**config.mk**
```make
export PLATFORM = sky130hd
export DESIGN_NAME = relative_head_pose_core
export DESIGN_NICKNAME = d
export VERILOG_FILES = /design/src/hw/rtl/rhp_pkg.sv /design/src/hw/rtl/relative_head_pose_core.sv /design/src/hw/rtl/rhp_mac.sv /design/src/hw/rtl/rhp_sqdiv.sv
export VERILOG_INCLUDE_DIRS = /design/src /design/src/hw/rtl
export SDC_FILE = /design/constraint.sdc
export NUM_CORES = 2
export LEC_CHECK = 0
export BUFFER_PORTS_ARGS = -buffer_cell sky130_fd_sc_hd__buf_2
export CAP_MARGIN = 20
export CORE_UTILIZATION = 50
export CTS_BUF_LIST = sky130_fd_sc_hd__clkbuf_4
export DETAILED_ROUTE_END_ITERATION = 7
export PLACE_DENSITY_LB_ADDON = 0.3
export SLEW_MARGIN = 20
export SYNTH_ARGS = -nofsm -noshare
export SYNTH_HDL_FRONTEND = slang
export SYNTH_SLANG_ARGS = --single-unit
```
**constraint.sdc**
```tcl
create_clock -name i_clk -period 13.8 [get_ports i_clk]
set_input_delay 4.14 -clock i_clk [delete_from_list [all_inputs] [get_ports i_clk]]
set_output_delay 4.14 -clock i_clk [all_outputs]
set_load 0.1 [all_outputs]
```
**src/hw/rtl/relative_head_pose_core_defines.svh**
```systemverilog
// Assertion macros shared by the relative head pose RTL.
`ifndef RELATIVE_HEAD_POSE_CORE_DEFINES_SVH
`define RELATIVE_HEAD_POSE_CORE_DEFINES_SVH

// Same-cycle implication, disabled while reset is held.
`define RHP_ASSERT_IMP(lbl, clk, rst_n, ante, cons, msg) \
    lbl: assert property (@(posedge clk) disable iff (!rst_n) (ante) |-> (cons)) \
        else $error(msg);

// Next-cycle implication, disabled while reset is held.
`define RHP_ASSERT_NXT(lbl, clk, rst_n, ante, cons, msg) \
    lbl: assert property (@(posedge clk) disable iff (!rst_n) (ante) |=> (cons)) \
        else $error(msg);

`endif

```
**src/hw/rtl/rhp_pkg.sv**
```systemverilog
// Shared types and constants of the relative head pose block.
`default_nettype none
package rhp_pkg;

    localparam int CNT_W = 32;
    localparam logic [1:0] TRK_BOTH = 2'b11;

    typedef struct packed {
        logic issue;
        logic clr;
        logic neg;
    } t_mac_cmd;

    typedef struct packed {
        logic sq_start;
        logic dv_start;
    } t_sd_cmd;

    typedef struct packed {
        logic busy;
        logic done;
    } t_sd_stat;

endpackage
`default_nettype wire

```
**src/hw/rtl/relative_head_pose_core.sv**
```systemverilog
// Relative head pose: top level with sequencer, shared MAC and shared sqrt/divide.
// The shared sqrt/divide unit gives one result bit per cycle and normalises twice per sample.
// A dropped sample leaves the block idle and ready for the next one; one sample is in work at a time.
// The result register lets the next sample start while a result waits.
// Reset (synchronous, active low) clears the origin, the sample count and all handshakes.
`default_nettype none
`include "relative_head_pose_core_defines.svh"
module relative_head_pose_core #(
    parameter int POSITION_WIDTH = 32,
    parameter int QUAT_WIDTH     = 16
) (
    input  logic                             i_clk,
    input  logic                             i_rst_n,
    input  logic                             i_in_valid,
    output logic                             o_in_stall,
    input  logic                             i_recenter,
    input  logic [1:0]                       i_tracking_flags,
    input  logic signed [QUAT_WIDTH-1:0]     i_eye_quat_x,
    input  logic signed [QUAT_WIDTH-1:0]     i_eye_quat_y,
    input  logic signed [QUAT_WIDTH-1:0]     i_eye_quat_z,
    input  logic signed [QUAT_WIDTH-1:0]     i_eye_quat_w,
    input  logic signed [POSITION_WIDTH-1:0] i_left_pos_x,
    input  logic signed [POSITION_WIDTH-1:0] i_left_pos_y,
    input  logic signed [POSITION_WIDTH-1:0] i_left_pos_z,
    input  logic signed [POSITION_WIDTH-1:0] i_right_pos_x,
    input  logic signed [POSITION_WIDTH-1:0] i_right_pos_y,
    input  logic signed [POSITION_WIDTH-1:0] i_right_pos_z,
    output logic                             o_out_valid,
    input  logic                             i_out_stall,
    output logic signed [POSITION_WIDTH-1:0] o_rel_pos_x,
    output logic signed [POSITION_WIDTH-1:0] o_rel_pos_y,
    output logic signed [POSITION_WIDTH-1:0] o_rel_pos_z,
    output logic signed [QUAT_WIDTH-1:0]     o_rel_quat_x,
    output logic signed [QUAT_WIDTH-1:0]     o_rel_quat_y,
    output logic signed [QUAT_WIDTH-1:0]     o_rel_quat_z,
    output logic signed [QUAT_WIDTH-1:0]     o_rel_quat_w,
    output logic [rhp_pkg::CNT_W-1:0]        o_sample_count,
    output logic                             o_origin_captured
);
    import rhp_pkg::*;

    localparam int PW   = POSITION_WIDTH;
    localparam int QW   = QUAT_WIDTH;
    localparam int QF   = QW - 2;
    localparam int NS   = 2 * QW - 1;
    localparam int XW   = 2 * NS;
    localparam int K    = QW;
    localparam int NW   = 3 * QW;
    localparam int SW   = 2 * QW + 1;
    localparam int BW   = PW + 5;
    localparam int AW   = QW + 1;
    localparam int ACCW = PW + QW + 8;

    localparam logic signed [ACCW-1:0] HALF = {{(ACCW-QF){1'b0}}, 1'b1, {(QF-1){1'b0}}};
    localparam logic signed [ACCW-1:0] Q_HI = {{(ACCW-QW+1){1'b0}}, {(QW-1){1'b1}}};
    localparam logic signed [ACCW-1:0] Q_LO = ~Q_HI;
    localparam logic signed [ACCW-1:0] P_HI = {{(ACCW-PW+1){1'b0}}, {(PW-1){1'b1}}};
    localparam logic signed [ACCW-1:0] P_LO = ~P_HI;
    localparam logic signed [QW-1:0]   Q_ONE = {2'b01, {QF{1'b0}}};

    localparam logic [2:0] N_SQ   = 3'd4;
    localparam logic [2:0] N_PROD = 3'd4;
    localparam logic [2:0] N_TV   = 3'd2;
    localparam logic [2:0] N_ROT  = 3'd3;

    typedef enum logic [3:0] {
        S_IDLE, S_SQ, S_SQRT, S_DIV, S_CAP, S_PROD, S_TV, S_ROT, S_OUT
    } t_state;

    typedef enum logic [1:0] {B_C, B_N, B_D, B_T} t_bsrc;

    t_state                 r_state;
    logic [1:0]             r_idx;
    logic [2:0]             r_term;
    logic                   r_norm2;
    logic                   r_ov;
    logic                   r_cap;
    logic [CNT_W-1:0]       r_count;
    logic signed [QW-1:0]   r_c   [4];
    logic signed [QW-1:0]   r_n   [4];
    logic signed [QW-1:0]   r_oq  [4];
    logic signed [PW-1:0]   r_op  [3];
    logic signed [PW-1:0]   r_ctr [3];
    logic signed [BW-1:0]   r_d   [3];
    logic signed [BW-1:0]   r_t   [3];
    logic signed [PW-1:0]   r_res [3];
    logic                   r_ovld;
    logic signed [PW-1:0]   r_opos [3];
    logic signed [QW-1:0]   r_oqt  [4];
    logic [CNT_W-1:0]       r_ocnt;
    logic                   r_ocap;

    logic                   in_acc;
    logic                   out_load;
    logic                   mac_ph;
    logic                   wb;
    logic [1:0]             ta;
    logic [1:0]             tb;
    logic                   tneg;
    logic                   a_c;
    t_bsrc                  bsrc;
    logic [2:0]             nterm;
    logic [1:0]             c_sel;
    logic [1:0]             d_sel;
    logic signed [QW-1:0]   c_rd;
    logic signed [BW-1:0]   d_rd;
    logic signed [QW-1:0]   oq_rd;
    logic signed [AW-1:0]   mac_a;
    logic signed [BW-1:0]   mac_b;
    logic signed [ACCW-1:0] acc;
    t_mac_cmd               mac_cmd;
    t_sd_cmd                sd_cmd;
    t_sd_stat               sd_stat;
    logic [NS-1:0]          root;
    logic [K-1:0]           quot;
    logic [SW-1:0]          sum;
    logic [XW-1:0]          sq_x;
    logic                   c_neg;
    logic [QW-1:0]          c_mag;
    logic [NW-1:0]          dv_num;
    logic signed [ACCW-1:0] q_sgn;
    logic signed [ACCW-1:0] rnd_acc;
    logic signed [ACCW-1:0] rnd_t;
    logic signed [ACCW-1:0] d_ext;
    logic                   norm_done;

    function automatic logic signed [ACCW-1:0] f_rnd(input logic signed [ACCW-1:0] v);
        logic signed [ACCW-1:0] m;
        logic signed [ACCW-1:0] r;
        m = v[ACCW-1] ? -v : v;
        r = (m + HALF) >>> QF;
        return v[ACCW-1] ? -r : r;
    endfunction

    function automatic logic signed [QW-1:0] f_clq(input logic signed [ACCW-1:0] v);
        logic signed [ACCW-1:0] c;
        c = (v > Q_HI) ? Q_HI : ((v < Q_LO) ? Q_LO : v);
        return c[QW-1:0];
    endfunction

    function automatic logic signed [PW-1:0] f_clp(input logic signed [ACCW-1:0] v);
        logic signed [ACCW-1:0] c;
        c = (v > P_HI) ? P_HI : ((v < P_LO) ? P_LO : v);
        return c[PW-1:0];
    endfunction

    function automatic logic signed [PW-1:0] f_ctr(input logic signed [PW-1:0] a,
                                                   input logic signed [PW-1:0] b);
        logic signed [PW:0] s;
        s = {a[PW-1], a} + {b[PW-1], b};
        return s[PW:1];
    endfunction

    assign in_acc     = i_in_valid && (r_state == S_IDLE);
    assign o_in_stall = (r_state != S_IDLE);
    assign out_load   = (r_state == S_OUT) && (!r_ovld || !i_out_stall);

    // operand table: inv = conj(origin) on the A side
    always_comb begin
        ta    = 2'd0;
        tb    = 2'd0;
        tneg  = 1'b0;
        a_c   = 1'b0;
        bsrc  = B_N;
        nterm = N_PROD;
        case (r_state)
            S_SQ: begin
                nterm = N_SQ;
                a_c   = 1'b1;
                bsrc  = B_C;
            end
            S_PROD: begin
                nterm = N_PROD;
                bsrc  = B_N;
                case ({r_idx, r_term[1:0]})
                    4'b0000: begin ta = 2'd3; tb = 2'd0; end
                    4'b0001: begin ta = 2'd0; tb = 2'd3; end
                    4'b0010: begin ta = 2'd1; tb = 2'd2; end
                    4'b0011: begin ta = 2'd2; tb = 2'd1; tneg = 1'b1; end
                    4'b0100: begin ta = 2'd3; tb = 2'd1; end
                    4'b0101: begin ta = 2'd0; tb = 2'd2; tneg = 1'b1; end
                    4'b0110: begin ta = 2'd1; tb = 2'd3; end
                    4'b0111: begin ta = 2'd2; tb = 2'd0; end
                    4'b1000: begin ta = 2'd3; tb = 2'd2; end
                    4'b1001: begin ta = 2'd0; tb = 2'd1; end
                    4'b1010: begin ta = 2'd1; tb = 2'd0; tneg = 1'b1; end
                    4'b1011: begin ta = 2'd2; tb = 2'd3; end
                    4'b1100: begin ta = 2'd3; tb = 2'd3; end
                    4'b1101: begin ta = 2'd0; tb = 2'd0; tneg = 1'b1; end
                    4'b1110: begin ta = 2'd1; tb = 2'd1; tneg = 1'b1; end
                    4'b1111: begin ta = 2'd2; tb = 2'd2; tneg = 1'b1; end
                    default: ;
                endcase
            end
            S_TV: begin
                nterm = N_TV;
                bsrc  = B_D;
                case ({r_idx, r_term[0]})
                    3'b000:  begin ta = 2'd1; tb = 2'd2; end
                    3'b001:  begin ta = 2'd2; tb = 2'd1; tneg = 1'b1; end
                    3'b010:  begin ta = 2'd2; tb = 2'd0; end
                    3'b011:  begin ta = 2'd0; tb = 2'd2; tneg = 1'b1; end
                    3'b100:  begin ta = 2'd0; tb = 2'd1; end
                    3'b101:  begin ta = 2'd1; tb = 2'd0; tneg = 1'b1; end
                    default: ;
                endcase
            end
            S_ROT: begin
                nterm = N_ROT;
                bsrc  = B_T;
                case ({r_idx, r_term[1:0]})
                    4'b0000: begin ta = 2'd3; tb = 2'd0; end
                    4'b0001: begin ta = 2'd1; tb = 2'd2; end
                    4'b0010: begin ta = 2'd2; tb = 2'd1; tneg = 1'b1; end
                    4'b0100: begin ta = 2'd3; tb = 2'd1; end
                    4'b0101: begin ta = 2'd2; tb = 2'd0; end
                    4'b0110: begin ta = 2'd0; tb = 2'd2; tneg = 1'b1; end
                    4'b1000: begin ta = 2'd3; tb = 2'd2; end
                    4'b1001: begin ta = 2'd0; tb = 2'd1; end
                    4'b1010: begin ta = 2'd1; tb = 2'd0; tneg = 1'b1; end
                    default: ;
                endcase
            end
            default: ;
        endcase
    end

    assign mac_ph = (r_state == S_SQ) || (r_state == S_PROD) ||
                    (r_state == S_TV) || (r_state == S_ROT);
    assign wb     = mac_ph && (r_term == nterm + 3'd1);

    assign c_sel = (r_state == S_SQ) ? r_term[1:0] : r_idx;
    assign d_sel = (r_state == S_TV) ? tb : r_idx;
    assign c_rd  = r_c[c_sel];
    assign d_rd  = r_d[d_sel];
    assign oq_rd = r_oq[ta];

    always_comb begin
        if (a_c) begin
            mac_a = {c_rd[QW-1], c_rd};
        end else if (ta == 2'd3) begin
            mac_a = {oq_rd[QW-1], oq_rd};
        end else begin
            mac_a = -{oq_rd[QW-1], oq_rd};
        end
        case (bsrc)
            B_C:     mac_b = {{(BW-QW){c_rd[QW-1]}}, c_rd};
            B_N:     mac_b = {{(BW-QW){r_n[tb][QW-1]}}, r_n[tb]};
            B_D:     mac_b = d_rd;
            B_T:     mac_b = r_t[tb];
            default: mac_b = '0;
        endcase
    end

    assign mac_cmd.issue = mac_ph && (r_term < nterm);
    assign mac_cmd.clr   = (r_term == 3'd0);
    assign mac_cmd.neg   = tneg;

    rhp_mac #(
        .A_W   (AW),
        .B_W   (BW),
        .ACC_W (ACCW)
    ) u_mac (
        .i_clk   (i_clk),
        .i_rst_n (i_rst_n),
        .i_cmd   (mac_cmd),
        .i_a     (mac_a),
        .i_b     (mac_b),
        .o_acc   (acc)
    );

    // normalisation arithmetic
    assign sum    = acc[SW-1:0];
    assign sq_x   = {{(XW-SW){1'b0}}, sum} << (2 * QF);
    assign c_neg  = c_rd[QW-1];
    assign c_mag  = c_neg ? QW'(-{c_rd[QW-1], c_rd}) : c_rd;
    assign dv_num = ({{(NW-QW){1'b0}}, c_mag} << (2 * QF)) + ({{(NW-NS){1'b0}}, root} >> 1);
    assign q_sgn  = c_neg ? -{{(ACCW-K){1'b0}}, quot} : {{(ACCW-K){1'b0}}, quot};

    assign sd_cmd.sq_start = (r_state == S_SQ) && wb && (sum != '0);
    assign sd_cmd.dv_start = (r_state == S_DIV) && (r_term == 3'd0);

    rhp_sqdiv #(
        .NS    (NS),
        .K     (K),
        .NUM_W (NW)
    ) u_sqdiv (
        .i_clk    (i_clk),
        .i_rst_n  (i_rst_n),
        .i_cmd    (sd_cmd),
        .i_sq_x   (sq_x),
        .i_dv_num (dv_num),
        .o_root   (root),
        .o_quot   (quot),
        .o_stat   (sd_stat)
    );

    assign rnd_acc = f_rnd(acc);
    assign rnd_t   = f_rnd(acc <<< 1);
    assign d_ext   = ACCW'(d_rd);

    assign norm_done = ((r_state == S_SQ) && wb && (sum == '0)) ||
                       ((r_state == S_DIV) && (r_term != 3'd0) && sd_stat.done &&
                        (r_idx == 2'd3));

    always_ff @(posedge i_clk) begin
        if (!i_rst_n) begin
            r_state <= S_IDLE;
            r_idx   <= '0;
            r_term  <= '0;
            r_norm2 <= 1'b0;
            r_ov    <= 1'b0;
            r_cap   <= 1'b0;
            r_count <= '0;
            r_ovld  <= 1'b0;
            for (int j = 0; j < 3; j++) begin
                r_op[j] <= '0;
                r_oq[j] <= '0;
            end
            r_oq[3] <= Q_ONE;
        end else begin
            if (out_load) begin
                r_ovld <= 1'b1;
            end else if (o_out_valid && !i_out_stall) begin
                r_ovld <= 1'b0;
            end
            if (mac_ph && !wb) begin
                r_term <= r_term + 3'd1;
            end
            case (r_state)
                S_IDLE: begin
                    if (in_acc) begin
                        if (i_recenter) begin
                            r_ov <= 1'b0;
                        end
                        if (i_tracking_flags == TRK_BOTH) begin
                            r_c[0]   <= i_eye_quat_x;
                            r_c[1]   <= i_eye_quat_y;
                            r_c[2]   <= i_eye_quat_z;
                            r_c[3]   <= i_eye_quat_w;
                            r_ctr[0] <= f_ctr(i_left_pos_x, i_right_pos_x);
                            r_ctr[1] <= f_ctr(i_left_pos_y, i_right_pos_y);
                            r_ctr[2] <= f_ctr(i_left_pos_z, i_right_pos_z);
                            r_cap    <= 1'b0;
                            r_norm2  <= 1'b0;
                            r_idx    <= '0;
                            r_term   <= '0;
                            r_state  <= S_SQ;
                        end
                    end
                end
                S_SQ: begin
                    if (wb) begin
                        r_term <= '0;
                        r_idx  <= '0;
                        if (sum == '0) begin
                            // all-zero quaternion maps to identity
                            r_n[0]  <= '0;
                            r_n[1]  <= '0;
                            r_n[2]  <= '0;
                            r_n[3]  <= Q_ONE;
                            r_state <= r_norm2 ? S_TV : S_CAP;
                        end else begin
                            r_state <= S_SQRT;
                        end
                    end
                end
                S_SQRT: begin
                    if (sd_stat.done) begin
                        r_term  <= '0;
                        r_state <= S_DIV;
                    end
                end
                S_DIV: begin
                    if (r_term == 3'd0) begin
                        r_term <= 3'd1;
                    end else if (sd_stat.done) begin
                        // index wraps to zero after the last component
                        r_n[r_idx] <= f_clq(q_sgn);
                        r_term     <= '0;
                        r_idx      <= r_idx + 2'd1;
                        if (norm_done) begin
                            r_state <= r_norm2 ? S_TV : S_CAP;
                        end
                    end
                end
                S_CAP: begin
                    for (int j = 0; j < 3; j++) begin
                        if (!r_ov) begin
                            r_op[j] <= r_ctr[j];
                            r_d[j]  <= '0;
                        end else begin
                            r_d[j] <= BW'(r_ctr[j]) - BW'(r_op[j]);
                        end
                    end
                    if (!r_ov) begin
                        for (int j = 0; j < 4; j++) begin
                            r_oq[j] <= r_n[j];
                        end
                        r_ov  <= 1'b1;
                        r_cap <= 1'b1;
                    end
                    r_idx   <= '0;
                    r_term  <= '0;
                    r_state <= S_PROD;
                end
                S_PROD: begin
                    if (wb) begin
                        r_c[r_idx] <= f_clq(rnd_acc);
                        r_term     <= '0;
                        r_idx      <= r_idx + 2'd1;
                        if (r_idx == 2'd3) begin
                            r_norm2 <= 1'b1;
                            r_state <= S_SQ;
                        end
                    end
                end
                S_TV: begin
                    if (wb) begin
                        r_t[r_idx] <= rnd_t[BW-1:0];
                        r_term     <= '0;
                        r_idx      <= (r_idx == 2'd2) ? 2'd0 : r_idx + 2'd1;
                        if (r_idx == 2'd2) begin
                            r_state <= S_ROT;
                        end
                    end
                end
                S_ROT: begin
                    if (wb) begin
                        r_res[r_idx] <= f_clp(d_ext + rnd_acc);
                        r_term       <= '0;
                        r_idx        <= (r_idx == 2'd2) ? 2'd0 : r_idx + 2'd1;
                        if (r_idx == 2'd2) begin
                            r_state <= S_OUT;
                        end
                    end
                end
                S_OUT: begin
                    if (out_load) begin
                        r_count <= r_count + CNT_W'(1);
                        r_state <= S_IDLE;
                    end
                end
                default: r_state <= S_IDLE;
            endcase
        end
        if (out_load) begin
            for (int j = 0; j < 3; j++) begin
                r_opos[j] <= r_res[j];
            end
            for (int j = 0; j < 4; j++) begin
                r_oqt[j] <= r_n[j];
            end
            r_ocnt <= r_count + CNT_W'(1);
            r_ocap <= r_cap;
        end
    end

    assign o_out_valid       = r_ovld;
    assign o_rel_pos_x       = r_opos[0];
    assign o_rel_pos_y       = r_opos[1];
    assign o_rel_pos_z       = r_opos[2];
    assign o_rel_quat_x      = r_oqt[0];
    assign o_rel_quat_y      = r_oqt[1];
    assign o_rel_quat_z      = r_oqt[2];
    assign o_rel_quat_w      = r_oqt[3];
    assign o_sample_count    = r_ocnt;
    assign o_origin_captured = r_ocap;

    `RHP_ASSERT_NXT(a_drop_no_work, i_clk, i_rst_n, in_acc && (i_tracking_flags != TRK_BOTH), r_state == S_IDLE, "dropped transaction started work")
    `RHP_ASSERT_NXT(a_cap_origin, i_clk, i_rst_n, (r_state == S_CAP) && !r_ov, r_ov && r_cap, "origin not captured")
    `RHP_ASSERT_NXT(a_out_load, i_clk, i_rst_n, out_load, o_out_valid && r_ov && (r_state == S_IDLE), "result load inconsistent")
    `RHP_ASSERT_IMP(a_sd_quiet, i_clk, i_rst_n, sd_stat.busy, (r_state == S_SQRT) || (r_state == S_DIV), "sqrt/divide running outside its phase")

endmodule
`default_nettype wire

```
**src/hw/rtl/rhp_mac.sv**
```systemverilog
// Shared multiply-accumulate unit: registered product, then accumulate.
`default_nettype none
module rhp_mac #(
    parameter int A_W   = 17,
    parameter int B_W   = 37,
    parameter int ACC_W = 56
) (
    input  logic                    i_clk,
    input  logic                    i_rst_n,
    input  rhp_pkg::t_mac_cmd       i_cmd,
    input  logic signed [A_W-1:0]   i_a,
    input  logic signed [B_W-1:0]   i_b,
    output logic signed [ACC_W-1:0] o_acc
);
    import rhp_pkg::*;

    logic signed [A_W+B_W-1:0] r_prod;
    logic                      r_v;
    logic                      r_clr;
    logic                      r_neg;
    logic signed [ACC_W-1:0]   r_acc;
    logic signed [ACC_W-1:0]   prod_ext;
    logic signed [ACC_W-1:0]   n_acc;

    assign prod_ext = ACC_W'(r_prod);
    assign n_acc    = (r_clr ? '0 : r_acc) + (r_neg ? -prod_ext : prod_ext);
    assign o_acc    = r_acc;

    always_ff @(posedge i_clk) begin
        if (!i_rst_n) begin
            r_v <= 1'b0;
        end else begin
            r_v <= i_cmd.issue;
        end
        r_prod <= i_a * i_b;
        r_clr  <= i_cmd.clr;
        r_neg  <= i_cmd.neg;
        if (r_v) begin
            r_acc <= n_acc;
        end
    end

endmodule
`default_nettype wire

```
**src/hw/rtl/rhp_sqdiv.sv**
```systemverilog
// Shared radix-2 unit: integer square root, then divisions by that root.
`default_nettype none
module rhp_sqdiv #(
    parameter int NS    = 31,
    parameter int K     = 16,
    parameter int NUM_W = 48
) (
    input  logic               i_clk,
    input  logic               i_rst_n,
    input  rhp_pkg::t_sd_cmd   i_cmd,
    input  logic [2*NS-1:0]    i_sq_x,
    input  logic [NUM_W-1:0]   i_dv_num,
    output logic [NS-1:0]      o_root,
    output logic [K-1:0]       o_quot,
    output rhp_pkg::t_sd_stat  o_stat
);
    import rhp_pkg::*;

    localparam int XW = 2 * NS;
    localparam int RW = NS + 4;
    localparam int CW = $clog2(NS + 1);

    logic [XW-1:0]    r_x;
    logic [RW-1:0]    r_rem;
    logic [NS-1:0]    r_root;
    logic [K-1:0]     r_q;
    logic [CW-1:0]    r_cnt;
    logic             r_sq;
    logic             r_done;
    logic [RW-1:0]    rs;
    logic [RW-1:0]    rd;
    logic [RW-1:0]    opnd;
    logic [RW-1:0]    subtr;
    logic [RW:0]      diff;
    logic             ge;
    logic [NUM_W-1:0] num_sh;

    assign rs     = {r_rem[RW-3:0], r_x[XW-1:XW-2]};
    assign rd     = {r_rem[RW-2:0], r_x[XW-1]};
    assign opnd   = r_sq ? rs : rd;
    // sqrt trial is 4*root+1; division subtracts the root itself
    assign subtr  = r_sq ? {2'b00, r_root, 2'b01} : {4'b0000, r_root};
    assign diff   = {1'b0, opnd} - {1'b0, subtr};
    assign ge     = !diff[RW];
    assign num_sh = i_dv_num >> K;

    assign o_root      = r_root;
    assign o_quot      = r_q;
    assign o_stat.busy = (r_cnt != '0);
    assign o_stat.done = r_done;

    always_ff @(posedge i_clk) begin
        if (!i_rst_n) begin
            r_cnt  <= '0;
            r_done <= 1'b0;
        end else begin
            r_done <= (r_cnt == CW'(1));
            if (i_cmd.sq_start) begin
                r_cnt <= CW'(NS);
            end else if (i_cmd.dv_start) begin
                r_cnt <= CW'(K);
            end else if (r_cnt != '0) begin
                r_cnt <= r_cnt - CW'(1);
            end
        end
        if (i_cmd.sq_start) begin
            r_x    <= i_sq_x;
            r_rem  <= '0;
            r_root <= '0;
            r_sq   <= 1'b1;
        end else if (i_cmd.dv_start) begin
            // quotient is known to fit K bits, so the upper part is below the root
            r_rem <= num_sh[RW-1:0];
            r_x   <= {i_dv_num[K-1:0], {(XW-K){1'b0}}};
            r_q   <= '0;
            r_sq  <= 1'b0;
        end else if (r_cnt != '0) begin
            r_rem <= ge ? diff[RW-1:0] : opnd;
            if (r_sq) begin
                r_root <= {r_root[NS-2:0], ge};
                r_x    <= r_x << 2;
            end else begin
                r_q <= {r_q[K-2:0], ge};
                r_x <= r_x << 1;
            end
        end
    end

endmodule
`default_nettype wire

```
==> impl_results.md <==
- Setup CP Type: reg2reg
- WL final: 288000 microns
- Largest net degree at the start of global routing: 150
- Initial core utilization: 0.504
- TritonCTS clock tree: done
- Final period util: 0.933
- Largest cells by area after synthesis: edfxtp_1, fa_1, ha_1, xnor2_1, nand2_1
- Max Cap Viol: 0
- Crit path DAT: 14.10 ns
- Sequential share of the synthesized area: 0.360
- Fill cells: 16200
- Crit-path slowest cell: dfxtp_1
- Placer Congestion: 0.961
- Yosys top cell area share: 0.322
- CP startpoint: r_idx[1]$_SDFFE_PN0P_
- Clock Pin Slew Worst Setup and Hold Paths: 0.07 ns
- RSZ-0062 raised after global routing: false
- Critical Path End: u_mac.r_prod[52]$_DFF_P_
- CTS max path bufs: 4
- Synthesis Warnings: 0
- Final slew viol count: 0
- R2R Path End: u_mac.r_prod[52]$_DFF_P_
- Via/cell ratio: 5.87
- Crit Path Max Fanout: 34
- DR DRC count: 0
- Clock Latency Late Sink: 1.38 ns
- Yosys reg bits: 1163
- Worst slew margin: 0.195
- Final setup vio count: 0
- Initial drt markers: 6792
- Share of layout cells above drive strength 1: 0.133
- FMAX: 0.0777 GHz
- Synth Flop Type: edfxtp_1
- # port buffers: 457
- I/O pins: 458
- Commonest non-fill, non-tap cell in the layout: edfxtp_1
- Die Y: 432 microns
- Reg2reg start: r_idx[1]$_SDFFE_PN0P_
- Inserted Clock Buffers: 319
- Run status: complete, no violations
- Endpoints failing hold: 0
- Initial antenna violation count: 10
- Post-route ant nets: 0
- CP Capture Type: register
- Most frequent cells in the layout: edfxtp_1, nand2_1, inv_1, nor2_1, fa_1
- Hold Crit Class: reg2reg
- Synth cell types: 118
- DIE WIDTH: 432 microns
- Clk root buf: clkbuf_4
- R2R Setup Slk: 0.92 ns
- Cell taking the most area after synthesis: edfxtp_1
- Layout area overhead: 9.70%
- Critical path startpoint category: register
- CTS H-tree depth: 5
- Hold wc startpoint: r_res[1][13]$_DFFE_PP_
- GRT Total Usage: 0.305
- Wirelength per Cell: 22.8 microns
- Worst Tran Pin Value: 1.21 ns
- First-pass GRT wire length: 434000 microns
- Final Net Count: 11300
- Post-synth EDFFs: 988
- Worst path max stage delay: 0.61 ns
- Core area: 183000 sq um
- Syn_nets: 10800
- Post-synthesis cell count: 9439
- DPL Wire Length: 223000 microns
- Row count: 157
- CTS sink count: 1163
- Worst Reg-to-Reg Cells: 45
- Ys async rst share: 0
- 1st-pass router iterations: 6
- Clk_skew: 0.141 ns
- Crit path time final: 12.88 ns
- Vias in the first global route: 73200
- Die ar.: 186000 sq um
- GRT overflow: 0
- Vias: 74200
- Sum Neg Setup Slack: 0 ns
- Avg Cell Area, Syn: 9.77 sq um
- Critical Path RT: 15.03 ns
- Synth Cell Area: 92200 sq um
critical path, delay by kind of cell (launching register included):
family	cells	cell delay, ns
AND/OR/NAND/NOR	10	1.97
AO/OA/AOI/OAI	14	3.71
buffers and inverters	10	1.69
adder cells (fa/ha/maj)	8	3.92
flip-flops	1	0.61
multiplexers	1	0.36
XOR/XNOR	2	0.42
synth_stat cells, types with 52 or more instances:
cell      instances
a211oi_1         63
a21o_1          154
a21oi_1         406
a31oi_1          74
and2_1          106
and3_1          247
clkbuf_1        360
dfxtp_1         175
edfxtp_1        988
fa_1            606
ha_1            486
inv_1           926
mux2_2           55
mux2i_1         187
nand2_1         984
nand2b_1        102
nand3_1         143
nand4_1          52
nor2_1          884
nor2b_1         133
nor3_1          190
o21ai_0         435
o31ai_1          86
or3_1            69
xnor2_1         492
xor2_1          199
metal layers:
metal / wire length (microns) / track usage / part of all wire / up-vias
li1: - / - / - / 33900
met1: 112000 / 0.383 / 0.39 / 36200
met2: 134000 / 0.493 / 0.47 / 3354
met3: 22400 / 0.0548 / 0.078 / 697
met4: 19000 / 0.179 / 0.066 / 4
met5: 21 / 0 / 0.000073 / -
worst min path at each step:
stage | endpoint | slack (ns) | cells after the start
finish | r_opos[0][45]$_DFFE_PP_ | 0.40 | 0
global placement | r_opos[0][62]$_DFFE_PP_ | 0.40 | 0
detailed placement | r_opos[0][19]$_DFFE_PP_ | 0.40 | 0
CTS | r_opos[0][86]$_DFFE_PP_ | 0.40 | 0
floorplan | r_opos[0][0]$_DFFE_PP_ | 0.40 | 0
global route | r_opos[0][1]$_DFFE_PP_ | 0.42 | 0
sequential cells by signal, indices dropped and copies added, names as in the netlist, 32 cells and up:
register / count
u_mac.o_acc: 56
r_ctr: 96
u_mac.r_prod: 54
r_count: 32
r_d: 99
u_sqdiv.r_x: 34
r_op: 96
r_t: 111
o_sample_count: 32
r_oqt: 64
r_res: 96
r_n: 64
r_c: 64
r_oq: 64
u_sqdiv.r_rem: 34
r_opos: 96
through the flow:
step | setup WS (ns) | std cells | hold WS, ns | utilization | area, sq um
floorplan | 0.698 | 9439 | 0.400 | - | 92200
global placement | 1.07 | 12100 | 0.401 | 0.531 | 97200
detailed placement | 0.816 | 12100 | 0.405 | 0.531 | 97300
CTS | 0.786 | 12600 | 0.401 | 0.552 | 101000
global route | 0.0818 | 12600 | 0.418 | 0.553 | 101000
finish | 0.925 | 12600 | 0.404 | 0.553 | 101000
kinds of logic (layout without fill, tap and decap cells):
family | count (synthesis) | in the layout | synth area share
simple gates | 3135 | 3135 | 0.162
compound gates | 1726 | 1726 | 0.124
buf+inv | 1356 | 2064 | 0.0560
flops | 1163 | 1163 | 0.360
fa+ha+maj | 1092 | 1092 | 0.197
xor+xnor | 694 | 694 | 0.0662
mux | 273 | 273 | 0.0346
other cells | 0 | 14 | 0
final cells by class:
type	instances	area, sq um	share of cell area
Antenna cell	14	35.0	0.000346
Clock buffer	459	3450	0.0341
Clock inverter	81	404	0.00399
Inverter	933	3510	0.0347
Multi-Input combinational cell	6920	54200	0.535
Sequential cell	1163	33200	0.328
Tap cell	2464	3080	0.0305
Timing Repair Buffer	591	3360	0.0332
timing repair:
action	CTS	global route
setup endpoints to repair	0	2
hold buffers	0	0
resized for setup	0	3
buffers inserted	0	0
Power is left out: the tool's default activity adds up to more than one toggle a clock period on the data nets, which glitch-free logic cannot reach.
